### src/rtl/ubxnmea_pkg.sv
package ubxnmea_pkg;

    // sizing
    localparam int MAX_PAYLOAD   = 128;
    localparam int LINE_CAPACITY = 128;
    localparam int CNT_W         = $clog2(MAX_PAYLOAD + 1);
    localparam int LINE_W        = $clog2(LINE_CAPACITY);
    localparam int LEN_W         = 16;
    localparam int TIME_OFS      = 12;
    localparam int TIME_BYTES    = 8;
    localparam int TIME_IDX_W    = $clog2(TIME_BYTES);
    localparam int TIME_MIN_LEN  = TIME_OFS + TIME_BYTES;
    localparam int VALID_UTC_BIT = 2;

    // byte codes
    localparam logic [7:0] SYNC_1   = 8'hB5;
    localparam logic [7:0] SYNC_2   = 8'h62;
    localparam logic [7:0] ASCII_LF = 8'h0A;
    localparam logic [7:0] ASCII_CR = 8'h0D;
    localparam logic [7:0] PRINT_LO = 8'h20;
    localparam logic [7:0] PRINT_HI = 8'h7E;

    // configuration register indexes and reset values
    localparam int CFG_IDX_W = 2;
    localparam logic [CFG_IDX_W-1:0] CFG_TIME_CLASS    = 2'd0;
    localparam logic [CFG_IDX_W-1:0] CFG_TIME_ID       = 2'd1;
    localparam logic [CFG_IDX_W-1:0] CFG_EARLIEST_YEAR = 2'd2;
    localparam int CFG_DATA_W = 16;

    localparam logic [7:0]  RST_TIME_CLASS    = 8'h01;
    localparam logic [7:0]  RST_TIME_ID       = 8'h21;
    localparam logic [15:0] RST_EARLIEST_YEAR = 16'd2025;

    typedef enum logic [3:0] {
        PH_SYNC1   = 4'd0,
        PH_SYNC2   = 4'd1,
        PH_CLASS   = 4'd2,
        PH_ID      = 4'd3,
        PH_LEN_LO  = 4'd4,
        PH_LEN_HI  = 4'd5,
        PH_PAYLOAD = 4'd6,
        PH_CK_A    = 4'd7,
        PH_CK_B    = 4'd8
    } t_frame_phase;

    typedef struct packed {
        logic [7:0]  time_class;
        logic [7:0]  time_id;
        logic [15:0] earliest_year;
    } t_cfg;

    typedef struct packed {
        logic        event_kind;
        logic [7:0]  frame_class;
        logic [7:0]  frame_id;
        logic [7:0]  item_length;
        logic        checksum_ok;
        logic        time_accepted;
        logic [15:0] tm_year;
        logic [3:0]  tm_month;
        logic [4:0]  tm_day;
        logic [7:0]  tm_hour;
        logic [7:0]  tm_minute;
        logic [7:0]  tm_second;
    } t_result;

    localparam logic EVT_FRAME = 1'b0;
    localparam logic EVT_LINE  = 1'b1;

endpackage

### src/rtl/ubxnmea_frame.sv
module ubxnmea_frame (
    input  logic                i_clk,
    input  logic                i_rst_n,
    input  logic                i_en,
    input  logic [7:0]          i_byte,
    input  ubxnmea_pkg::t_cfg   i_cfg,
    output logic                o_busy,
    output logic                o_done,
    output ubxnmea_pkg::t_result o_result
);

    ubxnmea_pkg::t_frame_phase r_phase, n_phase;
    logic [7:0]                          r_class, n_class;
    logic [7:0]                          r_id, n_id;
    logic [ubxnmea_pkg::LEN_W-1:0]       r_len, n_len;
    logic [ubxnmea_pkg::CNT_W-1:0]       r_cnt, n_cnt;
    logic [7:0]                          r_sum_a, n_sum_a;
    logic [7:0]                          r_sum_b, n_sum_b;
    logic [7:0]                          r_ck_a, n_ck_a;
    logic [7:0]                          r_time [ubxnmea_pkg::TIME_BYTES];
    logic [7:0]                          n_time [ubxnmea_pkg::TIME_BYTES];

    logic [7:0]                          add_a, add_b;
    logic [ubxnmea_pkg::CNT_W:0]         cnt_inc;
    logic [ubxnmea_pkg::CNT_W-1:0]       time_off;
    logic [ubxnmea_pkg::LEN_W-1:0]       len_full;
    logic                                in_time_window;
    logic                                ck_ok, time_msg, time_good;
    logic [15:0]                         year;

    // Fletcher-8 step
    assign add_a    = r_sum_a + i_byte;
    assign add_b    = r_sum_b + add_a;
    assign cnt_inc  = {1'b0, r_cnt} + 1'b1;
    assign time_off = r_cnt - ubxnmea_pkg::CNT_W'(ubxnmea_pkg::TIME_OFS);
    assign len_full = {i_byte, r_len[7:0]};
    assign in_time_window = (r_cnt >= ubxnmea_pkg::CNT_W'(ubxnmea_pkg::TIME_OFS))
                         && (r_cnt <  ubxnmea_pkg::CNT_W'(ubxnmea_pkg::TIME_MIN_LEN));

    assign o_busy = (r_phase != ubxnmea_pkg::PH_SYNC1);

    // next state
    always_comb begin
        n_phase = r_phase;
        n_class = r_class;
        n_id    = r_id;
        n_len   = r_len;
        n_cnt   = r_cnt;
        n_sum_a = r_sum_a;
        n_sum_b = r_sum_b;
        n_ck_a  = r_ck_a;
        n_time  = r_time;
        if (i_en) begin
            case (r_phase)
                ubxnmea_pkg::PH_SYNC1: begin
                    if (i_byte == ubxnmea_pkg::SYNC_1) begin
                        n_phase = ubxnmea_pkg::PH_SYNC2;
                    end
                end
                ubxnmea_pkg::PH_SYNC2: begin
                    n_sum_a = '0;
                    n_sum_b = '0;
                    if (i_byte == ubxnmea_pkg::SYNC_2) begin
                        n_phase = ubxnmea_pkg::PH_CLASS;
                    end else begin
                        n_phase = ubxnmea_pkg::PH_SYNC1;
                        n_cnt   = '0;
                        n_len   = '0;
                    end
                end
                ubxnmea_pkg::PH_CLASS: begin
                    n_class = i_byte;
                    n_sum_a = add_a;
                    n_sum_b = add_b;
                    n_phase = ubxnmea_pkg::PH_ID;
                end
                ubxnmea_pkg::PH_ID: begin
                    n_id    = i_byte;
                    n_sum_a = add_a;
                    n_sum_b = add_b;
                    n_phase = ubxnmea_pkg::PH_LEN_LO;
                end
                ubxnmea_pkg::PH_LEN_LO: begin
                    n_len   = {8'h00, i_byte};
                    n_sum_a = add_a;
                    n_sum_b = add_b;
                    n_phase = ubxnmea_pkg::PH_LEN_HI;
                end
                ubxnmea_pkg::PH_LEN_HI: begin
                    n_len   = len_full;
                    n_sum_a = add_a;
                    n_sum_b = add_b;
                    if (len_full > ubxnmea_pkg::LEN_W'(ubxnmea_pkg::MAX_PAYLOAD)) begin
                        // oversize frame: dropped without a report
                        n_phase = ubxnmea_pkg::PH_SYNC1;
                        n_cnt   = '0;
                        n_len   = '0;
                        n_sum_a = '0;
                        n_sum_b = '0;
                    end else if (len_full == '0) begin
                        n_phase = ubxnmea_pkg::PH_CK_A;
                    end else begin
                        n_cnt   = '0;
                        n_phase = ubxnmea_pkg::PH_PAYLOAD;
                    end
                end
                ubxnmea_pkg::PH_PAYLOAD: begin
                    if (in_time_window) begin
                        n_time[time_off[ubxnmea_pkg::TIME_IDX_W-1:0]] = i_byte;
                    end
                    n_cnt   = cnt_inc[ubxnmea_pkg::CNT_W-1:0];
                    n_sum_a = add_a;
                    n_sum_b = add_b;
                    if (ubxnmea_pkg::LEN_W'(cnt_inc) >= r_len) begin
                        n_phase = ubxnmea_pkg::PH_CK_A;
                    end
                end
                ubxnmea_pkg::PH_CK_A: begin
                    n_ck_a  = i_byte;
                    n_phase = ubxnmea_pkg::PH_CK_B;
                end
                default: begin
                    // second checksum byte and unused codes both close the frame
                    n_phase = ubxnmea_pkg::PH_SYNC1;
                    n_cnt   = '0;
                    n_len   = '0;
                    n_sum_a = '0;
                    n_sum_b = '0;
                end
            endcase
        end
    end

    // report on the second checksum byte
    assign year      = {r_time[1], r_time[0]};
    assign ck_ok     = (r_ck_a == r_sum_a) && (i_byte == r_sum_b);
    assign time_msg  = ck_ok && (r_class == i_cfg.time_class) && (r_id == i_cfg.time_id)
                    && (r_len >= ubxnmea_pkg::LEN_W'(ubxnmea_pkg::TIME_MIN_LEN));
    assign time_good = time_msg && r_time[7][ubxnmea_pkg::VALID_UTC_BIT]
                    && (year >= i_cfg.earliest_year)
                    && (r_time[2] >= 8'd1) && (r_time[2] <= 8'd12)
                    && (r_time[3] >= 8'd1) && (r_time[3] <= 8'd31);

    always_comb begin
        o_done   = i_en && (r_phase == ubxnmea_pkg::PH_CK_B);
        o_result = '0;
        o_result.event_kind    = ubxnmea_pkg::EVT_FRAME;
        o_result.frame_class   = r_class;
        o_result.frame_id      = r_id;
        o_result.item_length   = r_len[7:0];
        o_result.checksum_ok   = ck_ok;
        if (time_good) begin
            o_result.time_accepted = 1'b1;
            o_result.tm_year       = year;
            o_result.tm_month      = r_time[2][3:0];
            o_result.tm_day        = r_time[3][4:0];
            o_result.tm_hour       = r_time[4];
            o_result.tm_minute     = r_time[5];
            o_result.tm_second     = r_time[6];
        end
    end

    always_ff @(posedge i_clk) begin
        if (!i_rst_n) begin
            r_phase <= ubxnmea_pkg::PH_SYNC1;
            r_class <= '0;
            r_id    <= '0;
            r_len   <= '0;
            r_cnt   <= '0;
            r_sum_a <= '0;
            r_sum_b <= '0;
            r_ck_a  <= '0;
        end else begin
            r_phase <= n_phase;
            r_class <= n_class;
            r_id    <= n_id;
            r_len   <= n_len;
            r_cnt   <= n_cnt;
            r_sum_a <= n_sum_a;
            r_sum_b <= n_sum_b;
            r_ck_a  <= n_ck_a;
        end
    end

    // time bytes: undefined until written
    always_ff @(posedge i_clk) begin
        r_time <= n_time;
    end

endmodule

### src/rtl/ubxnmea_line.sv
module ubxnmea_line (
    input  logic       i_clk,
    input  logic       i_rst_n,
    input  logic       i_en,
    input  logic [7:0] i_byte,
    output logic       o_done,
    output logic [7:0] o_len
);

    logic [ubxnmea_pkg::LINE_W-1:0] r_count, n_count;
    logic [ubxnmea_pkg::LINE_W+7:0] count_ext;
    logic                           is_eol, is_print;

    assign is_eol    = (i_byte == ubxnmea_pkg::ASCII_LF) || (i_byte == ubxnmea_pkg::ASCII_CR);
    assign is_print  = (i_byte >= ubxnmea_pkg::PRINT_LO) && (i_byte <= ubxnmea_pkg::PRINT_HI);
    assign count_ext = {8'h00, r_count};
    assign o_len     = count_ext[7:0];
    assign o_done    = i_en && is_eol && (r_count != '0);

    always_comb begin
        n_count = r_count;
        if (i_en) begin
            if (is_eol) begin
                n_count = '0;
            end else if (is_print
                && (r_count < ubxnmea_pkg::LINE_W'(ubxnmea_pkg::LINE_CAPACITY - 1))) begin
                n_count = r_count + 1'b1;
            end else begin
                // overflow or non-printable byte: line discarded
                n_count = '0;
            end
        end
    end

    always_ff @(posedge i_clk) begin
        if (!i_rst_n) begin
            r_count <= '0;
        end else begin
            r_count <= n_count;
        end
    end

endmodule

### src/rtl/ubx_nmea_stream_demux_parser.sv
// Serial stream splitter for a satellite receiver port. Each accepted byte is either part of a
// binary frame (B5 62, class, id, 16-bit little-endian length, payload, two Fletcher-8 bytes)
// or part of an ASCII text line. A frame is reported on its second checksum byte with class,
// id, length and checksum status; when it is the configured time message, checks out and holds
// a plausible date, the UTC fields are filled in as well, otherwise they read zero. Frames
// longer than 128 payload bytes vanish without a report. Text lines are reported on CR or LF
// with their character count; empty lines, over-long lines and lines hit by a control byte
// give no report. One byte is taken every clock cycle, sustained, as long as reports are taken
// when offered; a byte's report passes through the input register, then the result register,
// from which it is presented. A waiting result does not hold up new input until the input
// register is also full. Configuration registers (0 time class, 1 time id, 2 earliest year)
// are written through the plain write port; the user must write them only while the stream
// is idle, since the block itself does not enforce this.
module ubx_nmea_stream_demux_parser (
    input  logic                                   i_clk,
    input  logic                                   i_rst_n,
    // configuration
    input  logic                                   i_cfg_wr_en,
    input  logic [ubxnmea_pkg::CFG_IDX_W-1:0]      i_cfg_index,
    input  logic [ubxnmea_pkg::CFG_DATA_W-1:0]     i_cfg_wdata,
    // byte stream in
    input  logic                                   i_in_valid,
    output logic                                   o_in_ready,
    input  logic [7:0]                             i_rx_byte,
    // reports out
    output logic                                   o_out_valid,
    input  logic                                   i_out_ready,
    output logic                                   o_event_kind,
    output logic [7:0]                             o_frame_class,
    output logic [7:0]                             o_frame_id,
    output logic [7:0]                             o_item_length,
    output logic                                   o_checksum_ok,
    output logic                                   o_time_accepted,
    output logic [15:0]                            o_tm_year,
    output logic [3:0]                             o_tm_month,
    output logic [4:0]                             o_tm_day,
    output logic [7:0]                             o_tm_hour,
    output logic [7:0]                             o_tm_minute,
    output logic [7:0]                             o_tm_second
);

    // configuration registers
    ubxnmea_pkg::t_cfg    r_cfg;

    // input register
    logic                 r_in_valid;
    logic [7:0]           r_in_byte;

    // result register
    logic                 r_out_valid;
    ubxnmea_pkg::t_result r_out;

    logic                 step;
    logic                 frame_busy, to_frame, to_line;
    logic                 frame_done, line_done;
    logic [7:0]           line_len;
    ubxnmea_pkg::t_result frame_res, line_res;

    // the held byte moves on once the result register is free or being emptied
    assign step       = r_in_valid && (!r_out_valid || i_out_ready);
    assign o_in_ready = !r_in_valid || step;

    // inside a frame (or on a sync byte) everything goes to the frame parser;
    // the line count is left untouched meanwhile
    assign to_frame = step && (frame_busy || (r_in_byte == ubxnmea_pkg::SYNC_1));
    assign to_line  = step && !to_frame;

    ubxnmea_frame u_frame (
        .i_clk    (i_clk),
        .i_rst_n  (i_rst_n),
        .i_en     (to_frame),
        .i_byte   (r_in_byte),
        .i_cfg    (r_cfg),
        .o_busy   (frame_busy),
        .o_done   (frame_done),
        .o_result (frame_res)
    );

    ubxnmea_line u_line (
        .i_clk   (i_clk),
        .i_rst_n (i_rst_n),
        .i_en    (to_line),
        .i_byte  (r_in_byte),
        .o_done  (line_done),
        .o_len   (line_len)
    );

    always_comb begin
        line_res             = '0;
        line_res.event_kind  = ubxnmea_pkg::EVT_LINE;
        line_res.item_length = line_len;
    end

    // config writes
    always_ff @(posedge i_clk) begin
        if (!i_rst_n) begin
            r_cfg.time_class    <= ubxnmea_pkg::RST_TIME_CLASS;
            r_cfg.time_id       <= ubxnmea_pkg::RST_TIME_ID;
            r_cfg.earliest_year <= ubxnmea_pkg::RST_EARLIEST_YEAR;
        end else if (i_cfg_wr_en) begin
            case (i_cfg_index)
                ubxnmea_pkg::CFG_TIME_CLASS:    r_cfg.time_class    <= i_cfg_wdata[7:0];
                ubxnmea_pkg::CFG_TIME_ID:       r_cfg.time_id       <= i_cfg_wdata[7:0];
                ubxnmea_pkg::CFG_EARLIEST_YEAR: r_cfg.earliest_year <= i_cfg_wdata;
                default: begin
                end
            endcase
        end
    end

    // input register control
    always_ff @(posedge i_clk) begin
        if (!i_rst_n) begin
            r_in_valid <= 1'b0;
        end else if (o_in_ready) begin
            r_in_valid <= i_in_valid;
        end
    end

    always_ff @(posedge i_clk) begin
        if (i_in_valid && o_in_ready) begin
            r_in_byte <= i_rx_byte;
        end
    end

    // result register control
    always_ff @(posedge i_clk) begin
        if (!i_rst_n) begin
            r_out_valid <= 1'b0;
        end else if (step) begin
            r_out_valid <= frame_done || line_done;
        end else if (i_out_ready) begin
            r_out_valid <= 1'b0;
        end
    end

    always_ff @(posedge i_clk) begin
        if (step && frame_done) begin
            r_out <= frame_res;
        end else if (step && line_done) begin
            r_out <= line_res;
        end
    end

    assign o_out_valid     = r_out_valid;
    assign o_event_kind    = r_out.event_kind;
    assign o_frame_class   = r_out.frame_class;
    assign o_frame_id      = r_out.frame_id;
    assign o_item_length   = r_out.item_length;
    assign o_checksum_ok   = r_out.checksum_ok;
    assign o_time_accepted = r_out.time_accepted;
    assign o_tm_year       = r_out.tm_year;
    assign o_tm_month      = r_out.tm_month;
    assign o_tm_day        = r_out.tm_day;
    assign o_tm_hour       = r_out.tm_hour;
    assign o_tm_minute     = r_out.tm_minute;
    assign o_tm_second     = r_out.tm_second;

`ifndef SYNTHESIS
    // frame and line parsers never finish on the same byte
    a_one_source: assert property (@(posedge i_clk) disable iff (!i_rst_n)
        !(frame_done && line_done))
        else $error("frame and line report on the same byte");

    // a held byte that cannot move on stays put
    a_in_hold: assert property (@(posedge i_clk) disable iff (!i_rst_n)
        (r_in_valid && !step) |=> (r_in_valid && $stable(r_in_byte)))
        else $error("input register lost a stalled byte");

    // an accepted time implies a good checksum on a frame with a sane month and day
    a_time_frame: assert property (@(posedge i_clk) disable iff (!i_rst_n)
        (o_out_valid && o_time_accepted) |->
            (o_checksum_ok && (o_event_kind == ubxnmea_pkg::EVT_FRAME)
             && (o_tm_month != 4'd0) && (o_tm_day != 5'd0)))
        else $error("time accepted on a bad report");

    // line reports carry no frame content and a nonzero length
    a_line_clean: assert property (@(posedge i_clk) disable iff (!i_rst_n)
        (o_out_valid && (o_event_kind == ubxnmea_pkg::EVT_LINE)) |->
            ((o_frame_class == 8'd0) && !o_checksum_ok && !o_time_accepted
             && (o_item_length != 8'd0)))
        else $error("line report carries frame fields");
`endif

endmodule

### config.mk
export PLATFORM = sky130hd
export DESIGN_NAME = ubx_nmea_stream_demux_parser
export DESIGN_NICKNAME = d
export VERILOG_FILES = /design/src/rtl/ubxnmea_pkg.sv /design/src/rtl/ubxnmea_frame.sv /design/src/rtl/ubxnmea_line.sv /design/src/rtl/ubx_nmea_stream_demux_parser.sv
export SDC_FILE = /design/constraint.sdc
export NUM_CORES = 1
export LEC_CHECK = 0
export CAP_MARGIN = 10
export CORE_AREA = 10 10 160 162
export DETAILED_ROUTE_END_ITERATION = 7
export DIE_AREA = 0 0 170 172
export DONT_BUFFER_PORTS = 1
export GPL_ROUTABILITY_DRIVEN = 1
export PLACE_DENSITY = 0.72
export SKIP_CTS_REPAIR_TIMING = 1
export SLEW_MARGIN = 20
export SYNTH_ARGS = -nofsm -noshare
export SYNTH_HDL_FRONTEND = slang
export SYNTH_SLANG_ARGS = --single-unit
### constraint.sdc
create_clock -name i_clk -period 7.4 [get_ports i_clk]
set_input_delay 0.37 -clock i_clk [delete_from_list [all_inputs] [get_ports i_clk]]
set_output_delay 0.37 -clock i_clk [all_outputs]
set_load 0.03 [all_outputs]
==> flow_metrics.env <==
export IMPL_fmax_mhz=266
export IMPL_die_w_microns=170
export IMPL_timing_final_ws_setup_ns=3.64
export IMPL_antenna_found_initial=0
export IMPL_synth_fp_nets=1031
export IMPL_ctsRootBufferMaster="clkbuf_16"
export IMPL_start_util=0.491
export IMPL_nets=1040
export IMPL_synth_seq_area_share=0.583
export IMPL_period_share=0.508
export IMPL_power_density_nw_per_um2=232
export IMPL_max_cap_violations=0
export IMPL_grt_max_degree=81
export IMPL_netlist_area_sq_um=11000
export IMPL_ys_ff_latch=250
export IMPL_async_flop_share=0
export IMPL_drcViolationCount=0
export IMPL_ant_nets=0
export IMPL_io_buffers=0
export IMPL_hold_class="in -> reg"
export IMPL_whs_ns=-0.0237
export IMPL_r2r_cells=12
export IMPL_drtPass1Iterations=5
export IMPL_clock_latency_ns=0.54
export IMPL_htree_levels=1
export IMPL_overflow=0
export IMPL_violations="negative hold slack"
export IMPL_finalSetupTns_ns=0
export IMPL_final_util=0.548
export IMPL_cp_start_kind="flop"
export IMPL_drive_gt1_frac=0.0651
export IMPL_status="finished with violations"
export IMPL_min_period_ns=3.76
export IMPL_worstPathArrival_ns=4.25
export IMPL_diodes=0
export IMPL_finalMaxSlewViolations=0
export IMPL_drtIter0Drc=649
export IMPL_postSynthAreaPerCell_sq_um=11.5
export IMPL_hold_viol=6
export IMPL_pin_count=109
export IMPL_cts_buffers=26
export IMPL_post_place_ws_ns=3.63
export IMPL_crit_path_end_kind="flop"
export IMPL_crit_type="reg -> reg"
export IMPL_grtUsageTotal=0.165
export IMPL_gp_congestion=0.836
export IMPL_synth_distinct_cells=65
export IMPL_cts_tree="done"
export IMPL_clk_pin_slew_ns=0.07
export IMPL_die_h_microns=172
export IMPL_synth_edff_count=140
export IMPL_placedCellCount=1196
export IMPL_ir_drop_mv=0.195
export IMPL_area_growth_syn_to_layout_pct=11.6
export IMPL_totalWireLength_microns=24800
export IMPL_num_rows=55
export IMPL_tightest_slew_ns=1.05
export IMPL_grt_first_pass_wirelength_microns=38400
export IMPL_rsz0062_at_grt="no"
export IMPL_final_cells=1268
export IMPL_wl_per_cell_microns=19.5
export IMPL_netlist_instances=955
export IMPL_critPathRequiredTime_ns=7.89
export IMPL_die_area_sq_um=29200
export IMPL_vias=7187
export IMPL_timing_slew_headroom=0.302
export IMPL_ys_warn_count=0
export IMPL_place_hpwl_microns=16300
export IMPL_ys_flop_type="edfxtp_1"
export IMPL_setup_violations=0
export IMPL_leakagePower_nw=4.70
export IMPL_clockBufferDepth=3
export IMPL_cts_sinks=250
export IMPL_viasPerCell=5.67
export IMPL_coreArea_sq_um=22400
export IMPL_crit_fanout=17
export IMPL_grt_pass1_vias=6888
export IMPL_skew_ns=0.0217
export IMPL_hold_depth=2
==> area by class of cell <==
type                    count  area (sq um)
well taps                 285           357
inverters                  40           150
clock inverters            14           119
flip-flops and latches    250          6410
multi-input cells         615          4230
fillers                  1823         10100
clock buffers              33           707
repair buffers             31           295
==> synth_stat cells, drive strengths merged, types with 16 or more instances <==
library cell / n / area share
nor2: 92 / 0.031
nand2: 55 / 0.019
a21oi: 40 / 0.018
dfxtp: 110 / 0.20
o21ai: 16 / 0.0073
and2: 32 / 0.018
xnor2: 38 / 0.030
nand4: 17 / 0.0097
inv: 40 / 0.014
clkbuf: 37 / 0.013
edfxtp: 140 / 0.38
ha: 43 / 0.049
mux2i: 40 / 0.036
nor3b: 50 / 0.034
nand3: 23 / 0.010
==> cells in the final DEF (no fill, tap or decap), drive strengths merged, types with 14 or more instances in the layout <==
cell | Yosys | routed
a21oi | 40 | 40
a22oi | 14 | 14
and2 | 32 | 32
and3 | 14 | 14
clkbuf | 37 | 33
dfxtp | 110 | 110
dlygate4sd3 | 0 | 25
edfxtp | 140 | 140
ha | 43 | 43
inv | 40 | 42
mux2i | 40 | 40
nand2 | 55 | 55
nand2b | 14 | 14
nand3 | 23 | 23
nand4 | 17 | 17
nor2 | 92 | 92
nor3b | 50 | 50
o21ai | 16 | 16
xnor2 | 38 | 38
xor2 | 14 | 14
==> power by group <==
| group | leakage [nW] | switching (W) | internal (W) |
|---|---|---|---|
| combinational | 1.97 | 0.0000457 | 0.0000377 |
| clock | 0.396 | 0.000541 | 0.000714 |
| sequential | 2.33 | 0.0000299 | 0.00147 |
==> final timing paths <==
check                                      from                  to  slack, ns
worst max register to register     r_in_byte[0]  u_frame.r_sum_b[7]       3.64
worst min register to register         r_cfg[1]            r_cfg[1]       0.45
worst min-delay path            i_cfg_wdata[15]           r_cfg[15]      -0.02
worst max-delay path               r_in_byte[0]  u_frame.r_sum_b[7]       3.64
==> cell families after synthesis <==
family / count (synthesis) / share of synthesized area
compound gates: 121 / 0.0731
buf+inv: 90 / 0.0341
xor+xnor: 52 / 0.0415
mux: 46 / 0.0426
simple gates: 351 / 0.173
flops: 250 / 0.583
fa+ha+maj: 45 / 0.0526
==> layer usage <==
| metal | GRT usage | up-vias | wire length (microns) |
|---|---|---|---|
| met5 | 0 | - | 0 |
| met4 | 0.0523 | 0 | 536 |
| met3 | 0.0280 | 42 | 1180 |
| met2 | 0.271 | 178 | 11800 |
| met1 | 0.218 | 3520 | 11300 |
| li1 | - | 3447 | - |
==> state kept, by name, summed over array words and instances (netlist names), 4 cells and up <==
signal	cells
o_frame_class	8
o_frame_id	8
o_item_length	8
o_tm_day	5
o_tm_hour	8
o_tm_minute	8
o_tm_month	4
o_tm_second	8
o_tm_year	16
r_cfg	32
r_in_byte	8
u_frame.r_ck_a	8
u_frame.r_class	8
u_frame.r_cnt	8
u_frame.r_id	8
u_frame.r_len	16
u_frame.r_phase	4
u_frame.r_sum_a	8
u_frame.r_sum_b	8
u_frame.r_time	57
u_line.r_count	7
==> critical path, stage by stage (launching register included) <==
cell	delay, ns
edfxtp_1	0.66
ha_1	0.36
fa_1	0.41
a21o_1	0.20
a21oi_1	0.22
xnor2_1	0.19
ha_1	0.32
nand3_1	0.10
o211ai_1	0.13
o41ai_1	0.58
nand4b_1	0.16
mux2_2	0.30
nand4_1	0.08
==> per-stage QoR <==
step / instance area, sq um / total power (W) / hold WS, ns
2_1_floorplan: 11000 / 0.00158 / 0.430
3_3_place_gp: 11200 / 0.00160 / 0.444
3_5_place_dp: 11200 / 0.00160 / 0.447
4_1_cts: 12000 / 0.00285 / -0.0980
5_1_grt: 12300 / 0.00294 / 0.00285
6_report: 12300 / 0.00284 / -0.0237
Note: power is estimated with default switching activity, not from simulation.
